$ cat src/design/trrs_pkg.sv
// ----------------------------------------------------------------------------
// Task table scheduler package
// Shared types, codes and sizes for the round-robin task table.
// ----------------------------------------------------------------------------
package trrs_pkg;

    localparam int SLOTS = 16;
    localparam int SLOT_W = (SLOTS > 1) ? $clog2(SLOTS) : 1;
    localparam int CNT_W = $clog2(SLOTS + 1);

    localparam logic [2:0] MODE_CREATE  = 3'd0;
    localparam logic [2:0] MODE_EXIT    = 3'd1;
    localparam logic [2:0] MODE_YIELD   = 3'd2;
    localparam logic [2:0] MODE_BLOCK   = 3'd3;
    localparam logic [2:0] MODE_UNBLOCK = 3'd4;
    localparam logic [2:0] MODE_WAIT    = 3'd5;

    localparam logic [2:0] ST_FREE    = 3'd0;
    localparam logic [2:0] ST_READY   = 3'd1;
    localparam logic [2:0] ST_RUNNING = 3'd2;
    localparam logic [2:0] ST_BLOCKED = 3'd3;
    localparam logic [2:0] ST_ZOMBIE  = 3'd4;

    localparam logic [2:0] RES_OK        = 3'd0;
    localparam logic [2:0] RES_NO_SLOT   = 3'd1;
    localparam logic [2:0] RES_NOT_FOUND = 3'd2;
    localparam logic [2:0] RES_EXIT_ZERO = 3'd3;
    localparam logic [2:0] RES_CHILD_RUN = 3'd4;

    typedef struct packed {
        logic [2:0]         mode;
        logic [15:0]        target_id;
        logic signed [31:0] exit_value;
    } cmd_t;

    typedef struct packed {
        logic [2:0]         status;
        logic [15:0]        created_id;
        logic signed [31:0] child_exit_value;
        logic [15:0]        running_id;
        logic               switched;
    } rsp_t;

    // Scan kinds run by the datapath walker
    typedef enum logic [1:0] {
        SCAN_FREE   = 2'd0,
        SCAN_LOOKUP = 2'd1,
        SCAN_READY  = 2'd2
    } scan_t;

    // Controller to datapath
    typedef struct packed {
        logic  latch;       // capture command
        logic  scan_start;  // reset walker
        scan_t scan_kind;
        logic  scan_parent; // lookup key is parent of current slot
        logic  scan_step;   // examine one slot
        logic  do_create;
        logic  do_exit;
        logic  do_wake_parent;
        logic  do_block;
        logic  do_unblock;
        logic  do_reap;
        logic  do_self_block;
        logic  do_switch;
        logic  respond;
        logic [2:0] res;
    } ctl_t;

    // Datapath to controller
    typedef struct packed {
        logic [2:0] mode;
        logic       scan_done;
        logic       found;
        logic       cur_exit_bad;
        logic       hit_zombie;
        logic       sched_on;
        logic       ready_other;
    } sts_t;

endpackage

$ cat src/design/trrs_datapath.sv
// ----------------------------------------------------------------------------
// Task table datapath
// Slot arrays, current slot, id counter and a one-slot-per-cycle walker.
// ----------------------------------------------------------------------------
module trrs_datapath
    import trrs_pkg::*;
(
    input  logic clk,
    input  logic rst_n,
    input  cmd_t cmd,
    input  ctl_t ctl,
    output sts_t sts,
    output logic result_valid,
    output rsp_t result
);

    logic [15:0]       id_reg     [SLOTS];
    logic [2:0]        stat_reg   [SLOTS];
    logic [15:0]       parent_reg [SLOTS];
    logic [31:0]       code_reg   [SLOTS];
    logic [SLOT_W-1:0] cur_reg;
    logic [SLOT_W-1:0] before_reg;
    logic [15:0]       next_id_reg;
    logic              sched_reg;
    cmd_t              cmd_reg;

    logic [CNT_W-1:0]  cnt_reg;
    logic [SLOT_W-1:0] pos_reg;
    logic              found_reg;
    logic [SLOT_W-1:0] hit_reg;
    logic [15:0]       key_reg;
    logic              valid_reg;
    rsp_t              result_reg;

    logic [SLOT_W-1:0] pos_inc;
    logic [SLOT_W-1:0] cur_inc;
    logic              match;

    always_comb
    begin
        if (pos_reg == SLOT_W'(SLOTS - 1))
            pos_inc = '0;
        else
            pos_inc = pos_reg + 1'b1;
        if (cur_reg == SLOT_W'(SLOTS - 1))
            cur_inc = '0;
        else
            cur_inc = cur_reg + 1'b1;
    end

    // Match test for the slot under the walker
    always_comb
    begin
        case (ctl.scan_kind)
            SCAN_FREE:   match = (stat_reg[pos_reg] == ST_FREE);
            SCAN_LOOKUP: match = (stat_reg[pos_reg] != ST_FREE) &&
                                 (id_reg[pos_reg] == key_reg);
            SCAN_READY:  match = (stat_reg[pos_reg] == ST_READY);
            default:     match = 1'b0;
        endcase
    end

    // Walker: first hit wins
    always_ff @(posedge clk or negedge rst_n)
    begin
        if (!rst_n)
        begin
            cnt_reg   <= '0;
            pos_reg   <= '0;
            found_reg <= 1'b0;
            hit_reg   <= '0;
            key_reg   <= '0;
        end
        else if (ctl.scan_start)
        begin
            cnt_reg   <= '0;
            found_reg <= 1'b0;
            if (ctl.scan_kind == SCAN_READY)
                pos_reg <= cur_inc;
            else
                pos_reg <= '0;
            key_reg <= ctl.scan_parent ? parent_reg[cur_reg] : cmd_reg.target_id;
        end
        else if (ctl.scan_step)
        begin
            cnt_reg <= cnt_reg + 1'b1;
            pos_reg <= pos_inc;
            if (match && !found_reg)
            begin
                found_reg <= 1'b1;
                hit_reg   <= pos_reg;
            end
        end
    end

    // Slot state and scheduler registers
    always_ff @(posedge clk or negedge rst_n)
    begin
        if (!rst_n)
        begin
            for (int i = 0; i < SLOTS; i++)
            begin
                id_reg[i]     <= '0;
                stat_reg[i]   <= (i == 0) ? ST_RUNNING : ST_FREE;
                parent_reg[i] <= '0;
                code_reg[i]   <= '0;
            end
            cur_reg     <= '0;
            before_reg  <= '0;
            next_id_reg <= 16'd1;
            sched_reg   <= 1'b0;
            cmd_reg     <= '0;
        end
        else
        begin
            if (ctl.latch)
            begin
                cmd_reg    <= cmd;
                before_reg <= cur_reg;
            end
            if (ctl.do_create)
            begin
                id_reg[hit_reg]     <= next_id_reg;
                stat_reg[hit_reg]   <= ST_READY;
                parent_reg[hit_reg] <= id_reg[cur_reg];
                code_reg[hit_reg]   <= '0;
                next_id_reg         <= next_id_reg + 1'b1;
                sched_reg           <= 1'b1;
            end
            if (ctl.do_exit)
            begin
                stat_reg[cur_reg] <= ST_ZOMBIE;
                code_reg[cur_reg] <= cmd_reg.exit_value;
            end
            if (ctl.do_wake_parent && stat_reg[hit_reg] == ST_BLOCKED)
                stat_reg[hit_reg] <= ST_READY;
            if (ctl.do_block)
                stat_reg[hit_reg] <= ST_BLOCKED;
            if (ctl.do_unblock && stat_reg[hit_reg] == ST_BLOCKED)
                stat_reg[hit_reg] <= ST_READY;
            if (ctl.do_reap)
                stat_reg[hit_reg] <= ST_FREE;
            if (ctl.do_self_block && stat_reg[cur_reg] != ST_FREE)
                stat_reg[cur_reg] <= ST_BLOCKED;
            if (ctl.do_switch)
            begin
                if (stat_reg[cur_reg] == ST_RUNNING)
                    stat_reg[cur_reg] <= ST_READY;
                stat_reg[hit_reg] <= ST_RUNNING;
                cur_reg <= hit_reg;
            end
        end
    end

    // Result register, one strobe per command
    always_ff @(posedge clk or negedge rst_n)
    begin
        if (!rst_n)
            valid_reg <= 1'b0;
        else
            valid_reg <= ctl.respond;
    end

    always_ff @(posedge clk)
    begin
        if (ctl.respond)
        begin
            result_reg.status     <= ctl.res;
            result_reg.created_id <= (cmd_reg.mode == MODE_CREATE && ctl.res == RES_OK)
                                     ? (next_id_reg - 1'b1) : 16'd0;
            result_reg.child_exit_value <=
                (cmd_reg.mode == MODE_WAIT && ctl.res == RES_OK)
                ? $signed(code_reg[hit_reg]) : 32'sd0;
            result_reg.running_id <= id_reg[cur_reg];
            result_reg.switched   <= (cur_reg != before_reg);
        end
    end

    assign result_valid = valid_reg;
    assign result       = result_reg;

    assign sts.mode         = cmd_reg.mode;
    assign sts.scan_done    = (cnt_reg == CNT_W'(SLOTS));
    assign sts.found        = found_reg;
    assign sts.cur_exit_bad = (stat_reg[cur_reg] == ST_FREE) || (id_reg[cur_reg] == 16'd0);
    assign sts.hit_zombie   = (stat_reg[hit_reg] == ST_ZOMBIE);
    assign sts.sched_on     = sched_reg;
    assign sts.ready_other  = found_reg && (hit_reg != cur_reg);

`ifndef SYNTHESIS
    a_switch_moves: assert property (@(posedge clk) disable iff (!rst_n)
        ctl.do_switch |=> stat_reg[cur_reg] == ST_RUNNING)
        else $error("switched slot not running");
    a_create_count: assert property (@(posedge clk) disable iff (!rst_n)
        ctl.do_create |=> next_id_reg == $past(next_id_reg) + 16'd1)
        else $error("id counter did not advance");
    a_walk_bound: assert property (@(posedge clk) disable iff (!rst_n)
        cnt_reg <= CNT_W'(SLOTS))
        else $error("walker ran past table");
`endif

endmodule

$ cat src/design/trrs_ctrl.sv
// ----------------------------------------------------------------------------
// Task table controller
// Sequences scans and updates for one command at a time.
// ----------------------------------------------------------------------------
module trrs_ctrl
    import trrs_pkg::*;
(
    input  logic clk,
    input  logic rst_n,
    input  logic start,
    output logic busy,
    input  sts_t sts,
    output ctl_t ctl
);

    typedef enum logic [7:0] {
        S_IDLE   = 8'b00000001,
        S_DECODE = 8'b00000010,
        S_SCAN   = 8'b00000100,
        S_ACT    = 8'b00001000,
        S_PSCAN  = 8'b00010000,
        S_WAKE   = 8'b00100000,
        S_YSCAN  = 8'b01000000,
        S_YACT   = 8'b10000000
    } state_t;

    state_t     state_reg, state_next;
    logic [2:0] res_reg, res_next;

    always_ff @(posedge clk or negedge rst_n)
    begin
        if (!rst_n)
        begin
            state_reg <= S_IDLE;
            res_reg   <= RES_OK;
        end
        else
        begin
            state_reg <= state_next;
            res_reg   <= res_next;
        end
    end

    // Next state and commands
    always_comb
    begin
        state_next = state_reg;
        res_next   = res_reg;
        ctl        = '0;
        ctl.res    = res_reg;
        ctl.scan_kind = SCAN_LOOKUP;
        case (state_reg)
            S_IDLE:
            begin
                if (start)
                begin
                    ctl.latch  = 1'b1;
                    res_next   = RES_OK;
                    state_next = S_DECODE;
                end
            end
            S_DECODE:
            begin
                ctl.scan_start = 1'b1;
                case (sts.mode)
                    MODE_CREATE:
                    begin
                        ctl.scan_kind = SCAN_FREE;
                        state_next    = S_SCAN;
                    end
                    MODE_EXIT:
                    begin
                        if (sts.cur_exit_bad)
                        begin
                            ctl.respond = 1'b1;
                            ctl.res     = RES_EXIT_ZERO;
                            state_next  = S_IDLE;
                        end
                        else
                        begin
                            ctl.do_exit     = 1'b1;
                            ctl.scan_parent = 1'b1;
                            state_next      = S_PSCAN;
                        end
                    end
                    MODE_YIELD:
                    begin
                        ctl.scan_kind = SCAN_READY;
                        state_next    = S_YSCAN;
                    end
                    MODE_BLOCK, MODE_UNBLOCK, MODE_WAIT:
                        state_next = S_SCAN;
                    default:
                    begin
                        ctl.respond = 1'b1;
                        state_next  = S_IDLE;
                    end
                endcase
            end
            S_SCAN:
            begin
                ctl.scan_kind = (sts.mode == MODE_CREATE) ? SCAN_FREE : SCAN_LOOKUP;
                if (sts.scan_done)
                    state_next = S_ACT;
                else
                    ctl.scan_step = 1'b1;
            end
            S_ACT:
            begin
                state_next = S_IDLE;
                if (!sts.found)
                begin
                    ctl.res = (sts.mode == MODE_CREATE) ? RES_NO_SLOT : RES_NOT_FOUND;
                    ctl.respond = 1'b1;
                end
                else
                begin
                    case (sts.mode)
                        MODE_CREATE:  ctl.do_create  = 1'b1;
                        MODE_BLOCK:   ctl.do_block   = 1'b1;
                        MODE_UNBLOCK: ctl.do_unblock = 1'b1;
                        MODE_WAIT:
                        begin
                            if (sts.hit_zombie)
                                ctl.do_reap = 1'b1;
                            else
                            begin
                                ctl.do_self_block = 1'b1;
                                res_next   = RES_CHILD_RUN;
                                state_next = S_YSCAN;
                            end
                        end
                        default: ;
                    endcase
                    // respond from S_YACT so state writes are seen
                    if (state_next == S_IDLE)
                        state_next = S_YACT;
                    if (sts.mode == MODE_WAIT && !sts.hit_zombie)
                    begin
                        ctl.scan_start = 1'b1;
                        ctl.scan_kind  = SCAN_READY;
                    end
                end
            end
            S_PSCAN:
            begin
                if (sts.scan_done)
                    state_next = S_WAKE;
                else
                    ctl.scan_step = 1'b1;
            end
            S_WAKE:
            begin
                if (sts.found)
                    ctl.do_wake_parent = 1'b1;
                ctl.scan_start = 1'b1;
                ctl.scan_kind  = SCAN_READY;
                state_next     = S_YSCAN;
            end
            S_YSCAN:
            begin
                ctl.scan_kind = SCAN_READY;
                if (sts.scan_done)
                begin
                    if (sts.sched_on && sts.ready_other)
                        ctl.do_switch = 1'b1;
                    state_next = S_YACT;
                end
                else
                    ctl.scan_step = 1'b1;
            end
            S_YACT:
            begin
                ctl.respond = 1'b1;
                state_next  = S_IDLE;
            end
            default:
                state_next = S_IDLE;
        endcase
    end

    assign busy = (state_reg != S_IDLE);

`ifndef SYNTHESIS
    a_one_hot: assert property (@(posedge clk) disable iff (!rst_n)
        $onehot(state_reg))
        else $error("state not one-hot");
    a_accept_busy: assert property (@(posedge clk) disable iff (!rst_n)
        (state_reg == S_IDLE && start) |=> busy)
        else $error("accepted command did not raise busy");
    a_respond_idle: assert property (@(posedge clk) disable iff (!rst_n)
        ctl.respond |=> state_reg == S_IDLE)
        else $error("response not at end of command");
`endif

endmodule

$ cat src/design/task_table_round_robin_scheduler.sv
// ----------------------------------------------------------------------------
// Round-robin task table scheduler
// Task slots with create, exit, yield, block, unblock and wait commands.
// ----------------------------------------------------------------------------
// Usage:
//   Drive cmd and raise start; the command is taken at a clock edge where
//   busy is low. busy stays high until the result is shown.
//   One result per command appears on result for a single cycle, marked by
//   result_valid; the receiver must take it then and cannot stall.
// Timing:
//   Each command that walks the slot table steps one slot per cycle in the
//   datapath; a refused exit or an unused mode makes no walk. Exit makes
//   two walks (parent lookup, ready search); wait on a running child makes
//   two (lookup, ready search). The next command can be taken at the
//   result edge.
// Reset:
//   Slot 0 holds the running task with id 0, the others are free, the next
//   id is 1 and scheduling is off until the first create.
// ----------------------------------------------------------------------------
module task_table_round_robin_scheduler
    import trrs_pkg::*;
(
    input  logic clk,
    input  logic rst_n,
    input  logic start,
    output logic busy,
    input  cmd_t cmd,
    output logic result_valid,
    output rsp_t result
);

    ctl_t ctl;
    sts_t sts;

    trrs_ctrl u_ctrl (
        .clk   (clk),
        .rst_n (rst_n),
        .start (start),
        .busy  (busy),
        .sts   (sts),
        .ctl   (ctl)
    );

    trrs_datapath u_dp (
        .clk          (clk),
        .rst_n        (rst_n),
        .cmd          (cmd),
        .ctl          (ctl),
        .sts          (sts),
        .result_valid (result_valid),
        .result       (result)
    );

endmodule

$ cat config.mk
export PLATFORM = sky130hd
export DESIGN_NAME = task_table_round_robin_scheduler
export DESIGN_NICKNAME = d
export VERILOG_FILES = /design/src/design/trrs_pkg.sv /design/src/design/trrs_datapath.sv /design/src/design/trrs_ctrl.sv /design/src/design/task_table_round_robin_scheduler.sv
export SDC_FILE = /design/constraint.sdc
export NUM_CORES = 2
export LEC_CHECK = 0
export BUFFER_PORTS_ARGS = -buffer_cell sky130_fd_sc_hd__buf_2
export CAP_MARGIN = 25
export CORE_MARGIN = 1.5
export CORE_UTILIZATION = 45
export CTS_CLUSTER_DIAMETER = 30
export DETAILED_ROUTE_END_ITERATION = 10
export GPL_TIMING_DRIVEN = 0
export SLEW_MARGIN = 20
export SYNTH_ARGS = -nofsm -noshare
export SYNTH_HDL_FRONTEND = slang
export SYNTH_SLANG_ARGS = --single-unit
$ cat constraint.sdc
create_clock -name clk -period 13.1 [get_ports clk]
set_clock_uncertainty 0.2 [all_clocks]
set_input_delay 1.965 -clock clk [delete_from_list [all_inputs] [get_ports clk]]
set_output_delay 1.965 -clock clk [all_outputs]
set_load 0.01 [all_outputs]
[After elaboration in Yosys (flattened, before gate mapping)]
Index checks and enable logic that the tools add are counted.
Word-level totals
  bits in registers: 1258
  bits in latches: 0
  bits in writable memories: 0
  ROM bits: 0
  word-level logic and storage cells: 304
  memories: 0
Cells by class
  add/sub/neg operators: 5
  multiply operators: 0
  divide/modulo/power cells: 0
  order comparisons: 5
  equality and inequality tests: 34
  shifts and indexed selects: 0
  mux-type cells: 111
  bitwise gates (word level): 30
  reduce and logical (&&, ||, !) cells: 35
Operator list (number)
  $mux W512: 2
  $and A512 B512 Y512: 1
  $bwmux W256: 2
  $bwmux W512: 1
  $not A512 Y512: 1
  $mux W48: 10
  $demux W32 S4: 2
  $and A32 B32 Y32: 6
  $bmux W16 S4: 3
  $bmux W32 S4: 1
  $mux W16: 8
  $mux W32: 4
  $not A32 Y32: 4
  $or A16 B16 Y16: 6
  $mux W8: 9
  $demux W16 S4: 1
  $or A32 B32 Y32: 2
  $pmux W8 S7: 1
  $and A48 B48 Y48: 1
  $not A48 Y48: 1
  $mux W3: 15
  $bmux W3 S4: 3
  $mux W4: 9
  $and A16 B16 Y16: 2
  56 further kinds: 125

[Depth between registers and ports, before layout]
  depth after elaboration: 25
  depth in mapped cells: 14

[Hierarchy]
From an unflattened synthesis, not the netlist that was laid out.
Unflattened totals
  cells, all modules: 4149
  area, all modules: 58996.6 um2
By module, submodules not included
  trrs_datapath: times used 1, cells each 4035, area each 58043.2 um2, sequential area each 31547.8 um2
  trrs_ctrl: times used 1, cells each 114, area each 953.4 um2, sequential area each 226.5 um2

[Least setup slack after synthesis]
OpenSTA, ideal clock, no wires.
  path type: register to register
  start point: reg u_dp.cur_reg[0]
  end point: reg u_dp.result_reg, in the netlist u_dp.result[0] (enable)
  setup time: 428 ps
  arrival: 4107 ps
  required time: 12472 ps
  path slack: 8364 ps
  cell stages (with the launch flop): 10
  buffers on the path: 2
  clock period less this slack: 4736 ps
  path through: dfrtp_1 > buf_4 > buf_6 > mux4_2 > a221oi_1 > and4_1 > a41oi_1 > o21ai_0 > a31oi_1 > nand2_1
RTL lines
  start: declaration: line trrs_datapath.sv:21  | logic [SLOT_W-1:0] cur_reg;
  start signal: assignment: line trrs_datapath.sv:150  | cur_reg <= hit_reg;
  end: declaration: line trrs_datapath.sv:33  | rsp_t result_reg;

==> reports/summary.md <==
Critical path
• endpoint kind of the worst setup timing path: register
• critical setup path kind: reg -> reg
• register-to-register setup slack: 6.62 ns
• Crit path required time: 13.43 ns
• arrival time of data at the critical path endpoint: 6.82 ns
• launching instance or port of the critical path: u_dp.cur_reg[1]
• startpoint of the worst-slack reg-to-reg timing path: u_dp.cur_reg[1]
• maximum net fanout on the critical path: 41
• crit path launch type: register

Layout
• max reg flops: 512
• fraction of layout instances using a drive strength above 1: 25.6%
• area of all placed cells without fillers: 0.0740 mm2
• Layout area overhead: 22.3%
• NumNets Final: 5959

Timing
• Slew Limit Fails: 0
• crit share post-route: 49.5%
• Worst Slack Setup Final: 6.62 ns
• shortest clock period the worst path allows after layout: 6.48 ns
• final-layout worst hold slack: 0.272 ns
• maximum operating frequency: 154 MHz
• setup total negative slack: 0 ns
• transition at the pin with the smallest max-transition slack: 1.19 ns
• final-report setup violation count: 0
• number of failing hold endpoints at the final stage: 0
• setup repair after global routing missed its margin: false
• Slew HR: 20.5%

Logic synthesis
• synthesized area divided by synthesized cell count: 11.1 um2
• fraction of the mapped netlist area in adder cells: 0.186%
• mapped cell area: 0.0605 mm2
• Seq/Total Area, Yosys: 52.5%
• Ys Warns: 0
• syn nets: 5494
• main area contributors after synthesis: sky130_fd_sc_hd__dfrtp_1, sky130_fd_sc_hd__mux4_2, sky130_fd_sc_hd__nand2_1
• register bit count reported by yosys: 1256
• top cell type's share of synthesized area: 49.0%
• proportion of synthesized area in mux cells: 21.6%
• most used standard cell by instance count after synthesis: sky130_fd_sc_hd__nand2_1
• async set-or-reset flop fraction in the synthesized netlist: 94.6%
• fraction of synthesized cell area in xor and xnor cells: 0.883%
• count of flip-flops with a built-in enable after synthesis: 68
• synthesized netlist cell count: 5431
• Synth area leader: sky130_fd_sc_hd__dfrtp_1
• most used flip-flop cell after synthesis: sky130_fd_sc_hd__dfrtp_1
• Synth cell types: 63
• top post-synthesis cells by count: sky130_fd_sc_hd__nand2_1, sky130_fd_sc_hd__dfrtp_1, sky130_fd_sc_hd__o21ai_1
• Compound-Gate Fraction of Synth Area: 9.03%
• largest family of logic cells by synthesized area: multiplexers
• simple-gate share of the synthesized area: 12.2%

Power and ir drop
• leakage: 0.0322 uW
• maximum vdd drop: 0.120 mV
• total power density per cell area: 176 mW/mm2

Floorplanning
• site row count: 134
• top-level port count: 124
• Std-Cell Core Area: 0.133 mm2
• DIE WIDTH: 370 um
• die area: 0.137 mm2
• initial core utilization: 45.3%
• die height: 370 um

Clock tree
• maximum level of the CTS H-tree: 5
• Clock Root Buffer: sky130_fd_sc_hd__clkbuf_16
• clock-pin slew of the registers on the worst-case setup and hold paths: 0.04 ns
• clock buffer depth: 4
• CTS Buf Count: 299
• clk_lat worst skew: 0.92 ns
• number of buffers inserted to repair setup after CTS: 0
• clock sink count: 1256
• TritonCTS clock tree: yes
• total of hold buffers inserted after clock tree synthesis: 0
• post-cts gate resize count: 0

Detailed routing
• routed vias: 48200
• number of nets with antenna violations after detailed routing: 0
• total detailed-routing wirelength: 221000 um
• DRC violation count after routing: 0
• Avg Vias per Cell: 6.11
• per-cell routed wire length: 28.0 um
• count of routing violations after the opening detailed-route iteration: 5849
• first drt pass iteration count: 6

Min path
• Worst Hold Launch: u_dp.parent_reg[42]
• Hold Crit Class: reg -> reg

Status
• status: finished, final reports clean

Placement
• cell area after placement: 0.0640 mm2
• RePlAce Congestion: 1.06
• count of buffers from port buffering: 123
• HPWL after detailed placement: 151000 um
• minimum setup slack after placement: 6.80 ns

Global route
• antenna violations before repair: 8
• vias in the first global route: 48500
• wire length of the first global-routing pass: 325000 um
• total global-route track usage: 32.5%
• overflow left after global routing: 0
• largest net degree at the start of global routing: 132

Run
• count of max-cap constraint violations: 0

==> report_power, final <==
part | leakage [uW] | switching (uW) | internal, uW
logic | 0.0102 | 1140 | 396
registers | 0.0171 | 96.2 | 4070
clock network | 0.00485 | 2320 | 5010
total | 0.0322 | 3550 | 9480
==> metal layers <==
metal | GRT usage [%] | part of all wire, %
met1 | 43.6 | 39
met2 | 47.7 | 44
met3 | 9.61 | 11
met4 | 17.0 | 5.6
met5 | 0 | 0.015
==> worst max-delay path: stages (launching register included) <==
cell and delay [ns]:
sky130_fd_sc_hd__dfrtp_1 0.42, sky130_fd_sc_hd__clkbuf_1 0.75, sky130_fd_sc_hd__buf_2 0.64, sky130_fd_sc_hd__mux4_2 0.41, sky130_fd_sc_hd__a22oi_1 0.22, sky130_fd_sc_hd__nand2_1 0.37, sky130_fd_sc_hd__nor4_1 0.90, sky130_fd_sc_hd__a41oi_1 0.60
sky130_fd_sc_hd__o21ai_0 0.48, sky130_fd_sc_hd__a31oi_1 0.15, sky130_fd_sc_hd__nand2_4 0.57, sky130_fd_sc_hd__buf_16 0.33
==> final timing paths <==
kind	to	cells past startpoint
worst max-delay path	u_dp.result[1]	11
worst min-delay path	u_dp.parent_reg[42]	2
worst max register to register	u_dp.result[1]	11
worst min register to register	u_dp.parent_reg[42]	2
max in group asynchronous	u_dp.code_reg[403]	4
min in group asynchronous	u_dp.parent_reg[220]	1
==> layout by cell type, fill, tap and decap left out, types with 78 or more instances in the layout <==
cell,count
sky130_fd_sc_hd__buf_1,78
sky130_fd_sc_hd__buf_2,246
sky130_fd_sc_hd__clkbuf_1,313
sky130_fd_sc_hd__clkbuf_16,304
sky130_fd_sc_hd__dfrtp_1,1185
sky130_fd_sc_hd__mux2_2,375
sky130_fd_sc_hd__mux4_2,379
sky130_fd_sc_hd__nand2_1,1466
sky130_fd_sc_hd__nor2_1,147
sky130_fd_sc_hd__o21ai_0,331
sky130_fd_sc_hd__o21ai_1,385
==> logic make-up (layout without fill, tap and decap cells) <==
| kind of cell | after synthesis | after routing |
|---|---|---|
| buf+inv | 518 | 1203 |
| mux | 785 | 785 |
| other cells | 0 | 2 |
| simple gates | 1829 | 1829 |
| compound gates | 973 | 973 |
| xor+xnor | 61 | 61 |
| flops | 1256 | 1256 |
| fa+ha+maj | 9 | 9 |
==> cell type report <==
type	instances	area (um2)
Timing Repair Buffer	164	1270
Inverter	19	71.3
Buffer	499	2120
Clock inverter	142	1670
Fill cell	11400	59500
Tap cell	1768	2210
Clock buffer	379	8250
Sequential cell	1256	31800
Multi-Input combinational cell	3657	26600
Antenna cell	2	5.00
==> through the flow <==
stage / utilization, % / total power (uW) / instances
after floorplan: - / 5010 / 5431
after global placement: 47.4 / 5690 / 7322
after detailed placement: 47.9 / 5720 / 7358
after CTS: 55.4 / 13000 / 7879
after global routing: 55.4 / 13400 / 7884
final: 55.4 / 13000 / 7886
Note: power is estimated with default switching activity, not from simulation.
